## src/rtl/ntc_pkg.sv

```systemverilog
// ntc_pkg: shared types, constants and the symbol lookup for the nibble text compressor
// no dependencies; imported by every module of the block

package ntc_pkg;

    // coding constants
    localparam int unsigned NTC_SHORT_CODES     = 13;
    localparam int unsigned NTC_LONG_OFFSET     = 195;
    localparam int unsigned NTC_MAX_CHARS_RESET = 80;
    localparam int unsigned NTC_QUEUE_DEPTH     = 4;

    // configuration port
    localparam int unsigned NTC_ADDR_W = 3;
    localparam int unsigned NTC_DATA_W = 32;
    localparam logic        NTC_REG_MAX_CHARS = 1'b0;  // word index of max_chars

    // one result beat
    typedef struct packed {
        logic [7:0] out_byte;
        logic       byte_valid;
        logic       run_end;
        logic [7:0] bytes_so_far;
    } ntc_res_t;

    // work for the back end: one or two result beats
    typedef struct packed {
        logic     two;
        ntc_res_t r0;
        ntc_res_t r1;
    } ntc_job_t;

    // front state seen by the top level checks
    typedef struct packed {
        logic       nibble_pending;
        logic [7:0] chars_taken;
    } ntc_front_status_t;

    // lower-case the byte and find its place in the frequency table; unknown codes as space
    function automatic logic [5:0] ntc_lookup(input logic [7:0] c);
        logic [7:0] lc;
        logic [5:0] idx;
        lc = c;
        if (c >= 8'h41 && c <= 8'h5a)
        begin
            lc = c + 8'd32;
        end
        unique case (lc)
            8'h20: idx = 6'd0;
            8'h65: idx = 6'd1;
            8'h74: idx = 6'd2;
            8'h61: idx = 6'd3;
            8'h6f: idx = 6'd4;
            8'h69: idx = 6'd5;
            8'h68: idx = 6'd6;
            8'h6e: idx = 6'd7;
            8'h73: idx = 6'd8;
            8'h72: idx = 6'd9;
            8'h64: idx = 6'd10;
            8'h6c: idx = 6'd11;
            8'h75: idx = 6'd12;
            8'h6d: idx = 6'd13;
            8'h77: idx = 6'd14;
            8'h63: idx = 6'd15;
            8'h79: idx = 6'd16;
            8'h66: idx = 6'd17;
            8'h67: idx = 6'd18;
            8'h70: idx = 6'd19;
            8'h62: idx = 6'd20;
            8'h76: idx = 6'd21;
            8'h6b: idx = 6'd22;
            8'h78: idx = 6'd23;
            8'h6a: idx = 6'd24;
            8'h71: idx = 6'd25;
            8'h7a: idx = 6'd26;
            8'h30: idx = 6'd27;
            8'h31: idx = 6'd28;
            8'h32: idx = 6'd29;
            8'h33: idx = 6'd30;
            8'h34: idx = 6'd31;
            8'h35: idx = 6'd32;
            8'h36: idx = 6'd33;
            8'h37: idx = 6'd34;
            8'h38: idx = 6'd35;
            8'h39: idx = 6'd36;
            8'h21: idx = 6'd38;
            8'h3f: idx = 6'd39;
            8'h2e: idx = 6'd40;
            8'h2c: idx = 6'd41;
            8'h3a: idx = 6'd42;
            8'h3b: idx = 6'd43;
            8'h28: idx = 6'd44;
            8'h29: idx = 6'd45;
            8'h2d: idx = 6'd46;
            8'h26: idx = 6'd47;
            8'h2a: idx = 6'd48;
            8'h5c: idx = 6'd49;
            8'h27: idx = 6'd50;
            8'h40: idx = 6'd51;
            8'h23: idx = 6'd52;
            8'h2b: idx = 6'd53;
            8'h3d: idx = 6'd54;
            8'ha3: idx = 6'd55;
            8'h24: idx = 6'd56;
            8'h25: idx = 6'd57;
            8'h22: idx = 6'd58;
            8'h5b: idx = 6'd59;
            8'h5d: idx = 6'd60;
            default: idx = 6'd0;
        endcase
        return idx;
    endfunction

endpackage

```

## src/rtl/ntc_front.sv

```systemverilog
// ntc_front: takes one character a beat, codes it and builds the result job
// depends on ntc_pkg

module ntc_front (
    input  logic                       clk,
    input  logic                       rst_n,
    input  logic [7:0]                 max_chars,
    input  logic                       take,
    input  logic [7:0]                 char_code,
    input  logic                       msg_last,
    output logic                       job_valid,
    output ntc_pkg::ntc_job_t          job,
    output ntc_pkg::ntc_front_status_t status
);
    import ntc_pkg::*;

    logic       pending_reg, pending_next;
    logic [3:0] held_reg, held_next;
    logic [7:0] chars_taken_reg, chars_taken_next;
    logic [7:0] bytes_emitted_reg, bytes_emitted_next;

    logic       coded;
    logic [5:0] idx;
    logic       is_short;
    logic [7:0] long_code;
    logic       emit_a, emit_b;
    logic [7:0] byte_a, byte_b;
    logic       pend_mid;
    logic [3:0] held_mid;
    logic [7:0] cnt_a, cnt_b;
    ntc_res_t   res_a, res_b, res_bare;

    always_comb
    begin
        coded     = chars_taken_reg < max_chars;
        idx       = ntc_lookup(char_code);
        is_short  = idx < 6'(NTC_SHORT_CODES);
        long_code = 8'(idx) + 8'(NTC_LONG_OFFSET);

        emit_a   = 1'b0;
        byte_a   = long_code;
        pend_mid = pending_reg;
        held_mid = held_reg;
        if (coded)
        begin
            if (is_short)
            begin
                if (pending_reg)
                begin
                    emit_a   = 1'b1;
                    byte_a   = {held_reg, idx[3:0]};
                    pend_mid = 1'b0;
                    held_mid = 4'd0;
                end
                else
                begin
                    pend_mid = 1'b1;
                    held_mid = idx[3:0];
                end
            end
            else
            begin
                emit_a = 1'b1;
                if (pending_reg)
                begin
                    // long code straddles two bytes
                    byte_a   = {held_reg, long_code[7:4]};
                    held_mid = long_code[3:0];
                end
            end
        end

        // flush of an odd nibble at message end
        emit_b = msg_last & pend_mid;
        byte_b = {held_mid, 4'd0};

        cnt_a = bytes_emitted_reg + 8'd1;
        cnt_b = bytes_emitted_reg + 8'(emit_a) + 8'd1;

        res_a    = '{out_byte: byte_a, byte_valid: 1'b1, run_end: msg_last & ~emit_b,
                     bytes_so_far: cnt_a};
        res_b    = '{out_byte: byte_b, byte_valid: 1'b1, run_end: 1'b1,
                     bytes_so_far: cnt_b};
        res_bare = '{out_byte: 8'd0, byte_valid: 1'b0, run_end: 1'b1,
                     bytes_so_far: bytes_emitted_reg};

        job.two = emit_a & emit_b;
        job.r1  = res_b;
        if (emit_a)
        begin
            job.r0 = res_a;
        end
        else if (emit_b)
        begin
            job.r0 = res_b;
        end
        else
        begin
            job.r0 = res_bare;
        end
        job_valid = take & (emit_a | emit_b | msg_last);

        if (msg_last)
        begin
            pending_next       = 1'b0;
            held_next          = 4'd0;
            chars_taken_next   = 8'd0;
            bytes_emitted_next = 8'd0;
        end
        else
        begin
            pending_next       = pend_mid;
            held_next          = held_mid;
            chars_taken_next   = chars_taken_reg + 8'(coded);
            bytes_emitted_next = bytes_emitted_reg + 8'(emit_a);
        end
    end

    always_ff @(posedge clk or negedge rst_n)
    begin
        if (!rst_n)
        begin
            pending_reg       <= 1'b0;
            held_reg          <= 4'd0;
            chars_taken_reg   <= 8'd0;
            bytes_emitted_reg <= 8'd0;
        end
        else if (take)
        begin
            pending_reg       <= pending_next;
            held_reg          <= held_next;
            chars_taken_reg   <= chars_taken_next;
            bytes_emitted_reg <= bytes_emitted_next;
        end
    end

    assign status = '{nibble_pending: pending_reg, chars_taken: chars_taken_reg};

endmodule

```

## src/rtl/ntc_job_fifo.sv

```systemverilog
// ntc_job_fifo: short queue of result jobs between front and back end
// depends on ntc_pkg

module ntc_job_fifo #(
    parameter int unsigned DEPTH = ntc_pkg::NTC_QUEUE_DEPTH
) (
    input  logic              clk,
    input  logic              rst_n,
    input  logic              wr_en,
    input  ntc_pkg::ntc_job_t wr_job,
    output logic              full,
    input  logic              rd_en,
    output ntc_pkg::ntc_job_t rd_job,
    output logic              empty
);
    import ntc_pkg::*;

    localparam int unsigned PTR_W = (DEPTH > 1) ? $clog2(DEPTH) : 1;
    localparam int unsigned CNT_W = $clog2(DEPTH + 1);

    ntc_job_t           mem [DEPTH];
    logic [PTR_W-1:0]   wr_ptr_reg, wr_ptr_next;
    logic [PTR_W-1:0]   rd_ptr_reg, rd_ptr_next;
    logic [CNT_W-1:0]   count_reg, count_next;
    logic               do_wr, do_rd;

    assign full  = count_reg == CNT_W'(DEPTH);
    assign empty = count_reg == '0;
    assign do_wr = wr_en & ~full;
    assign do_rd = rd_en & ~empty;
    assign rd_job = mem[rd_ptr_reg];

    always_comb
    begin
        wr_ptr_next = wr_ptr_reg;
        rd_ptr_next = rd_ptr_reg;
        if (do_wr)
        begin
            wr_ptr_next = (wr_ptr_reg == PTR_W'(DEPTH - 1)) ? '0 : wr_ptr_reg + 1'b1;
        end
        if (do_rd)
        begin
            rd_ptr_next = (rd_ptr_reg == PTR_W'(DEPTH - 1)) ? '0 : rd_ptr_reg + 1'b1;
        end
        count_next = count_reg + CNT_W'(do_wr) - CNT_W'(do_rd);
    end

    always_ff @(posedge clk or negedge rst_n)
    begin
        if (!rst_n)
        begin
            wr_ptr_reg <= '0;
            rd_ptr_reg <= '0;
            count_reg  <= '0;
        end
        else
        begin
            wr_ptr_reg <= wr_ptr_next;
            rd_ptr_reg <= rd_ptr_next;
            count_reg  <= count_next;
        end
    end

    always_ff @(posedge clk)
    begin
        if (do_wr)
        begin
            mem[wr_ptr_reg] <= wr_job;
        end
    end

endmodule

```

## src/rtl/ntc_back.sv

```systemverilog
// ntc_back: splits queued jobs into result beats and holds the output register
// depends on ntc_pkg

module ntc_back (
    input  logic              clk,
    input  logic              rst_n,
    input  ntc_pkg::ntc_job_t head_job,
    input  logic              head_empty,
    output logic              head_pop,
    input  logic              pop,
    output logic              empty,
    output ntc_pkg::ntc_res_t res
);
    import ntc_pkg::*;

    logic     out_valid_reg, out_valid_next;
    logic     half_reg, half_next;
    ntc_res_t res_reg;
    logic     load;

    always_comb
    begin
        load           = ~head_empty & (~out_valid_reg | pop);
        head_pop       = load & (half_reg | ~head_job.two);
        half_next      = load ? (~half_reg & head_job.two) : half_reg;
        out_valid_next = load | (out_valid_reg & ~pop);
    end

    always_ff @(posedge clk or negedge rst_n)
    begin
        if (!rst_n)
        begin
            out_valid_reg <= 1'b0;
            half_reg      <= 1'b0;
        end
        else
        begin
            out_valid_reg <= out_valid_next;
            half_reg      <= half_next;
        end
    end

    always_ff @(posedge clk)
    begin
        if (load)
        begin
            res_reg <= half_reg ? head_job.r1 : head_job.r0;
        end
    end

    assign empty = ~out_valid_reg;
    assign res   = res_reg;

endmodule

```

## src/rtl/nibble_text_compressor_core.sv

```systemverilog
// nibble_text_compressor_core: top level of the nibble text compressor
// depends on ntc_pkg, ntc_front, ntc_job_fifo, ntc_back
//
//  channel   dir   handshake                   payload
//  input     in    push / full                 char_code, msg_last
//  result    out   empty / pop                 out_byte, byte_valid, run_end, bytes_so_far
//  config    in    psel penable pwrite pready  paddr, pwdata, prdata (max_chars at 0x0)
//
// one character is taken every cycle while the job queue has room; each
// character yields zero, one or two result beats, and the output register
// gives one beat per cycle while pop is high, so the result side sets the sustained rate.
// a pushed character passes through the job queue and then the output register to the first result beat.
// rst_n clears the front state, queue pointers and output valid; max_chars resets to 80.
// full rises when the job queue is full; a held result (pop low) stalls only
// the back end until the queue fills.

module nibble_text_compressor_core #(
    parameter int unsigned QUEUE_DEPTH = ntc_pkg::NTC_QUEUE_DEPTH
) (
    input  logic                            clk,
    input  logic                            rst_n,
    // character input
    input  logic                            push,
    output logic                            full,
    input  logic [7:0]                      char_code,
    input  logic                            msg_last,
    // result output
    output logic                            empty,
    input  logic                            pop,
    output logic [7:0]                      out_byte,
    output logic                            byte_valid,
    output logic                            run_end,
    output logic [7:0]                      bytes_so_far,
    // configuration
    input  logic                            psel,
    input  logic                            penable,
    input  logic                            pwrite,
    input  logic [ntc_pkg::NTC_ADDR_W-1:0]  paddr,
    input  logic [ntc_pkg::NTC_DATA_W-1:0]  pwdata,
    output logic [ntc_pkg::NTC_DATA_W-1:0]  prdata,
    output logic                            pready
);
    import ntc_pkg::*;

    logic              in_take;
    logic [7:0]        max_chars_reg;
    logic              cfg_wr;
    logic              job_valid;
    ntc_job_t          job_in;
    ntc_job_t          head_job;
    logic              q_full, q_empty, q_pop;
    ntc_res_t          res;
    ntc_front_status_t front_status;

    // register file: max_chars only, word address in paddr[2]
    assign pready = 1'b1;
    assign cfg_wr = psel & penable & pwrite & pready & (paddr[2] == NTC_REG_MAX_CHARS);

    always_ff @(posedge clk or negedge rst_n)
    begin
        if (!rst_n)
        begin
            max_chars_reg <= 8'(NTC_MAX_CHARS_RESET);
        end
        else if (cfg_wr)
        begin
            max_chars_reg <= pwdata[7:0];
        end
    end

    assign prdata = (paddr[2] == NTC_REG_MAX_CHARS) ? NTC_DATA_W'(max_chars_reg) : '0;

    // input beat accepted when the job queue has room
    assign full    = q_full;
    assign in_take = push & ~q_full;

    // front: lookup, nibble packing and per-message counters
    ntc_front u_front (
        .clk       (clk),
        .rst_n     (rst_n),
        .max_chars (max_chars_reg),
        .take      (in_take),
        .char_code (char_code),
        .msg_last  (msg_last),
        .job_valid (job_valid),
        .job       (job_in),
        .status    (front_status)
    );

    // job queue decouples coding from result delivery
    ntc_job_fifo #(
        .DEPTH (QUEUE_DEPTH)
    ) u_fifo (
        .clk    (clk),
        .rst_n  (rst_n),
        .wr_en  (job_valid),
        .wr_job (job_in),
        .full   (q_full),
        .rd_en  (q_pop),
        .rd_job (head_job),
        .empty  (q_empty)
    );

    // back: one result beat per cycle from the queued jobs while pop is high
    ntc_back u_back (
        .clk        (clk),
        .rst_n      (rst_n),
        .head_job   (head_job),
        .head_empty (q_empty),
        .head_pop   (q_pop),
        .pop        (pop),
        .empty      (empty),
        .res        (res)
    );

    assign out_byte     = res.out_byte;
    assign byte_valid   = res.byte_valid;
    assign run_end      = res.run_end;
    assign bytes_so_far = res.bytes_so_far;

`ifndef SYNTHESIS
    // a bare marker only ever ends a message
    a_bare_is_end: assert property (@(posedge clk) disable iff (!rst_n)
        (!empty && !byte_valid) |-> run_end)
        else $error("bare result beat without run_end");

    // a data beat always counts itself
    a_count_nonzero: assert property (@(posedge clk) disable iff (!rst_n)
        (!empty && byte_valid) |-> (bytes_so_far != 8'd0))
        else $error("data beat with zero byte count");

    // message end clears the front state
    a_end_clears: assert property (@(posedge clk) disable iff (!rst_n)
        (push && !full && msg_last) |=>
            (!front_status.nibble_pending && front_status.chars_taken == 8'd0))
        else $error("front state not cleared after message end");
`endif

endmodule

```

## config.mk

```make
export PLATFORM = sky130hd
export DESIGN_NAME = nibble_text_compressor_core
export DESIGN_NICKNAME = d
export VERILOG_FILES = /design/src/rtl/ntc_pkg.sv /design/src/rtl/ntc_front.sv /design/src/rtl/ntc_job_fifo.sv /design/src/rtl/ntc_back.sv /design/src/rtl/nibble_text_compressor_core.sv
export SDC_FILE = /design/constraint.sdc
export NUM_CORES = 1
export LEC_CHECK = 0
export ABC_AREA = 1
export BUFFER_PORTS_ARGS = -buffer_cell sky130_fd_sc_hd__buf_2
export CORE_MARGIN = 2
export CORE_UTILIZATION = 23
export CTS_CLUSTER_DIAMETER = 100
export DETAILED_ROUTE_END_ITERATION = 12
export GPL_TIMING_DRIVEN = 1
export SETUP_SLACK_MARGIN = 0.5
export SLEW_MARGIN = 20
export SYNTH_ARGS = -nofsm -noshare
export SYNTH_HDL_FRONTEND = slang
export SYNTH_SLANG_ARGS = --single-unit
```

## constraint.sdc

```tcl
create_clock -name clk -period 10.65 [get_ports clk]
set_input_delay 2.13 -clock clk [delete_from_list [all_inputs] [get_ports clk]]
set_output_delay 2.13 -clock clk [all_outputs]
set_load 0.01 [all_outputs]
```

==> out/metrics.csv <==
stage,metric,value,unit
worst_setup_path,crit path kind,in2reg,
power_and_ir_drop,worst vdd ir,0.157,mV
worst_setup_path,CP arrival,7.39,ns
global_routing,number of antenna violations at the first check in global routing,1,
synth,post-synthesis async set-or-reset flop share,21.1,%
cells_and_area,max reg flops,124,
synth,"Seq/Total Area, Yosys",55.7,%
cells_and_area,layout cell share with drive strength beyond 1,12.1,%
synth,main area contributors after synthesis,"edfxtp_1, dfrtp_1, nor2_1",
routing,TritonRoute pass-1 iters,5,
place,hpwl dp,14100,um
floorplan,DIE HEIGHT,206,um
synth,number of flops mapped to enable cells by yosys,142,
place,Buffers on Ports,52,
job,max-capacitance violation count,0,
clock_tree,clock root cell,clkbuf_16,
routing,Remaining DRCs,0,
floorplan,# IOs,104,
synth,post-synthesis cell type count,50,
clock_tree,"Hold-fix buffers, CTS",0,
timing,headroom to the max-slew limit,39.8,%
clock_tree,CTS sink cnt,180,
worst_setup_path,Critical path origin,char_code[1],
hold_path,HP Class,reg2reg,
timing,final hold viol count,0,
floorplan,Rows,73,
worst_setup_path,reg2reg path depth,18,
routing,first-iteration detailed-routing DRC count,539,
power_and_ir_drop,power density over the cells,241,nW/um2
routing,drt via density,4.36,
routing,post-DR wirelength/cell,13.4,um
outcome,status,finished clean,
timing,Highest Clock Rate,139,MHz
timing,maximum clock skew at final layout,0.0124,ns
power_and_ir_drop,Static Leak,4.27,nW
worst_setup_path,Worst Setup Start Kind,input pin,
place,pre-CTS setup slack,2.96,ns
synth,Yosys Warn Count,0,
clock_tree,H-Tree Depth,4,
synth,mean post-synth cell area,9.38,um2
clock_tree,CTS Buffer Depth,2,
worst_setup_path,CP Capture Type,flip-flop,
synth,Post-Syn Instances,998,
worst_setup_path,worst r2r src,max_chars_reg[6],
timing,worst-margin pin slew,0.902,ns
clock_tree,CTS buffer count,17,
global_routing,number of global-route vias before repair,6772,
global_routing,first-pass GRT wire length,34800,um
timing,RSZ-0062 raised after global routing,no,
timing,Hold Slack,0.519,ns
clock_tree,clock slew at reported path FFs,0.07,ns
global_routing,total congestion overflow,0,
timing,min Tclk post-route,7.19,ns
clock_tree,Clock Latency Late Sink,0.43,ns
worst_setup_path,crit path to,u_fifo.mem[0][19],
floorplan,Initial Util,23.4,%
worst_setup_path,R2R setup slack,6.78,ns
synth,synthesized flop and latch total,180,
clock_tree,Resized Gates After CTS,0,
timing,final setup violation count,0,
clock_tree,postcts setup bufs,0,
synth,area share of the leading cell type in the synthesized netlist,45.6,%
worst_setup_path,reg2reg end,u_fifo.mem[0][19],
synth,largest area contributor in the netlist,edfxtp_1,
clock_tree,CTS tree,yes,
timing,setup slack after layout,3.46,ns
routing,WL final,21100,um
synth,Mapped Area,9360,um2
place,global placement routability congestion,0.873,
cells_and_area,layout overhead on the synthesized area,14.4,%
worst_setup_path,CP Max Fanout,11,
cells_and_area,nets@finish,1123,
worst_setup_path,"Data required, critical path",10.85,ns
timing,setup TNS,0,ns
synth,dominant synthesized flop cell,edfxtp_1,
routing,Final ANT Viol Nets,0,
global_routing,largest net degree at the start of global routing,64,
timing,final worst path period share,67.6,%
floorplan,Placeable Area,39900,um2
timing,pins over their slew limit,0,
floorplan,die footprint,42300,um2
global_routing,Global Route Usage Sum,10.4,%
routing,Vias,6879,
floorplan,width of the die,206,um
==> metal layers <==
| layer | up-vias | track usage, % | routed length [um] |
|---|---|---|---|
| li1 | 3443 | - | - |
| met1 | 3245 | 14.0 | 9970 |
| met2 | 179 | 17.2 | 9830 |
| met3 | 12 | 2.06 | 1170 |
| met4 | 0 | 2.44 | 156 |
| met5 | - | 0 | 0 |
==> worst max-delay path, cell delays in order <==
cell      delay (ns)
buf_2           0.16
inv_1           0.17
ha_1            0.24
inv_1           0.11
nor2_1          0.05
nand3_1         0.17
nand3_4         0.16
nand2_2         0.20
nand2_1         0.12
o21ai_4         0.23
inv_1           0.09
or2_1           0.27
ha_1            0.25
o21ai_2         0.42
inv_1           0.22
ha_1            0.23
nor2_1          0.17
ha_1            0.23
ha_1            0.18
nor2_1          0.05
nor2_1          0.19
inv_1           0.08
nor3_1          0.28
nand3b_1        0.16
nor3_1          0.27
xnor2_1         0.24
nand2_1         0.10
o211ai_1        0.20
==> synthesized netlist by cell type (8+ instances only) <==
| cell | instances |
|---|---|
| dfrtp_1 | 36 |
| edfxtp_1 | 142 |
| nand2_1 | 165 |
| o21ai_0 | 96 |
| a31oi_1 | 12 |
| nand4_1 | 8 |
| nor3_1 | 12 |
| o211ai_1 | 10 |
| ha_1 | 32 |
| nand3_1 | 58 |
| o22ai_1 | 22 |
| clkbuf_1 | 22 |
| nor2_1 | 166 |
| xor2_1 | 9 |
| a21oi_1 | 31 |
| inv_1 | 77 |
| buf_4 | 25 |
==> layout make-up <==
type | instances | area (um2)
clock inverters | 15 | 198
multi-input cells | 691 | 3530
well taps | 525 | 657
repair buffers | 63 | 343
inverters | 86 | 328
diodes | 1 | 2.50
flip-flops and latches | 180 | 5220
clock buffers | 17 | 425
fillers | 4220 | 29200
==> cell families (layout without fill, tap and decap cells) <==
kind of cell	Yosys count	count (layout)	share of synthesized area, %
AOI/OAI and AO/OA	184	184	11.1
buffers and inverters	150	181	7.58
other	2	26	0.0802
DFF	180	180	55.7
xor gates and xnor gates	13	13	1.22
and+or+nand+nor	436	436	19.8
adders and majority gates	33	33	4.49
==> report_power, final <==
part	internal [mW]	switching, mW	total (mW)
clock	0.362	0.295	0.657
combinational	0.257	0.592	0.850
sequential	1.01	0.0688	1.08
==> per-stage QoR <==
step / area [um2] / instances / utilization, % / power (mW)
final: 10700 / 1578 / 26.8 / 2.58
after global routing: 10700 / 1577 / 26.8 / 2.77
after floorplan: 9450 / 1021 / - / 1.66
after global placement: 10100 / 1545 / 25.2 / 1.93
after CTS: 10700 / 1577 / 26.8 / 2.61
after detailed placement: 10100 / 1545 / 25.2 / 1.95
==> cells in the final DEF, fill, tap and decap left out, types with 6 or more instances in the layout <==
cell / n
nand2_2: 6
nand4_1: 8
o21ai_0: 96
buf_4: 11
o211ai_1: 10
xor2_1: 9
nand2_1: 165
a21oi_1: 31
edfxtp_1: 142
nor3_1: 12
nor2_1: 161
nor2_2: 8
o22ai_1: 22
nand3_1: 58
inv_1: 77
buf_2: 52
ha_1: 32
a31oi_1: 12
conb_1: 25
dfrtp_1: 35
clkbuf_16: 17
==> how the worst min path moves through the flow <==
stage,startpoint,end,cells after the start
after global routing,u_fifo.count_reg[1],u_fifo.count_reg[2],1
after CTS,u_front.held_reg[2],u_front.held_reg[2],2
after floorplan,u_fifo.count_reg[1],u_fifo.count_reg[2],1
after detailed placement,u_fifo.count_reg[1],u_fifo.count_reg[2],1
final,u_fifo.count_reg[1],u_fifo.count_reg[2],1
after global placement,u_fifo.count_reg[1],u_fifo.count_reg[2],1
Power figures use the tool's default switching activity.
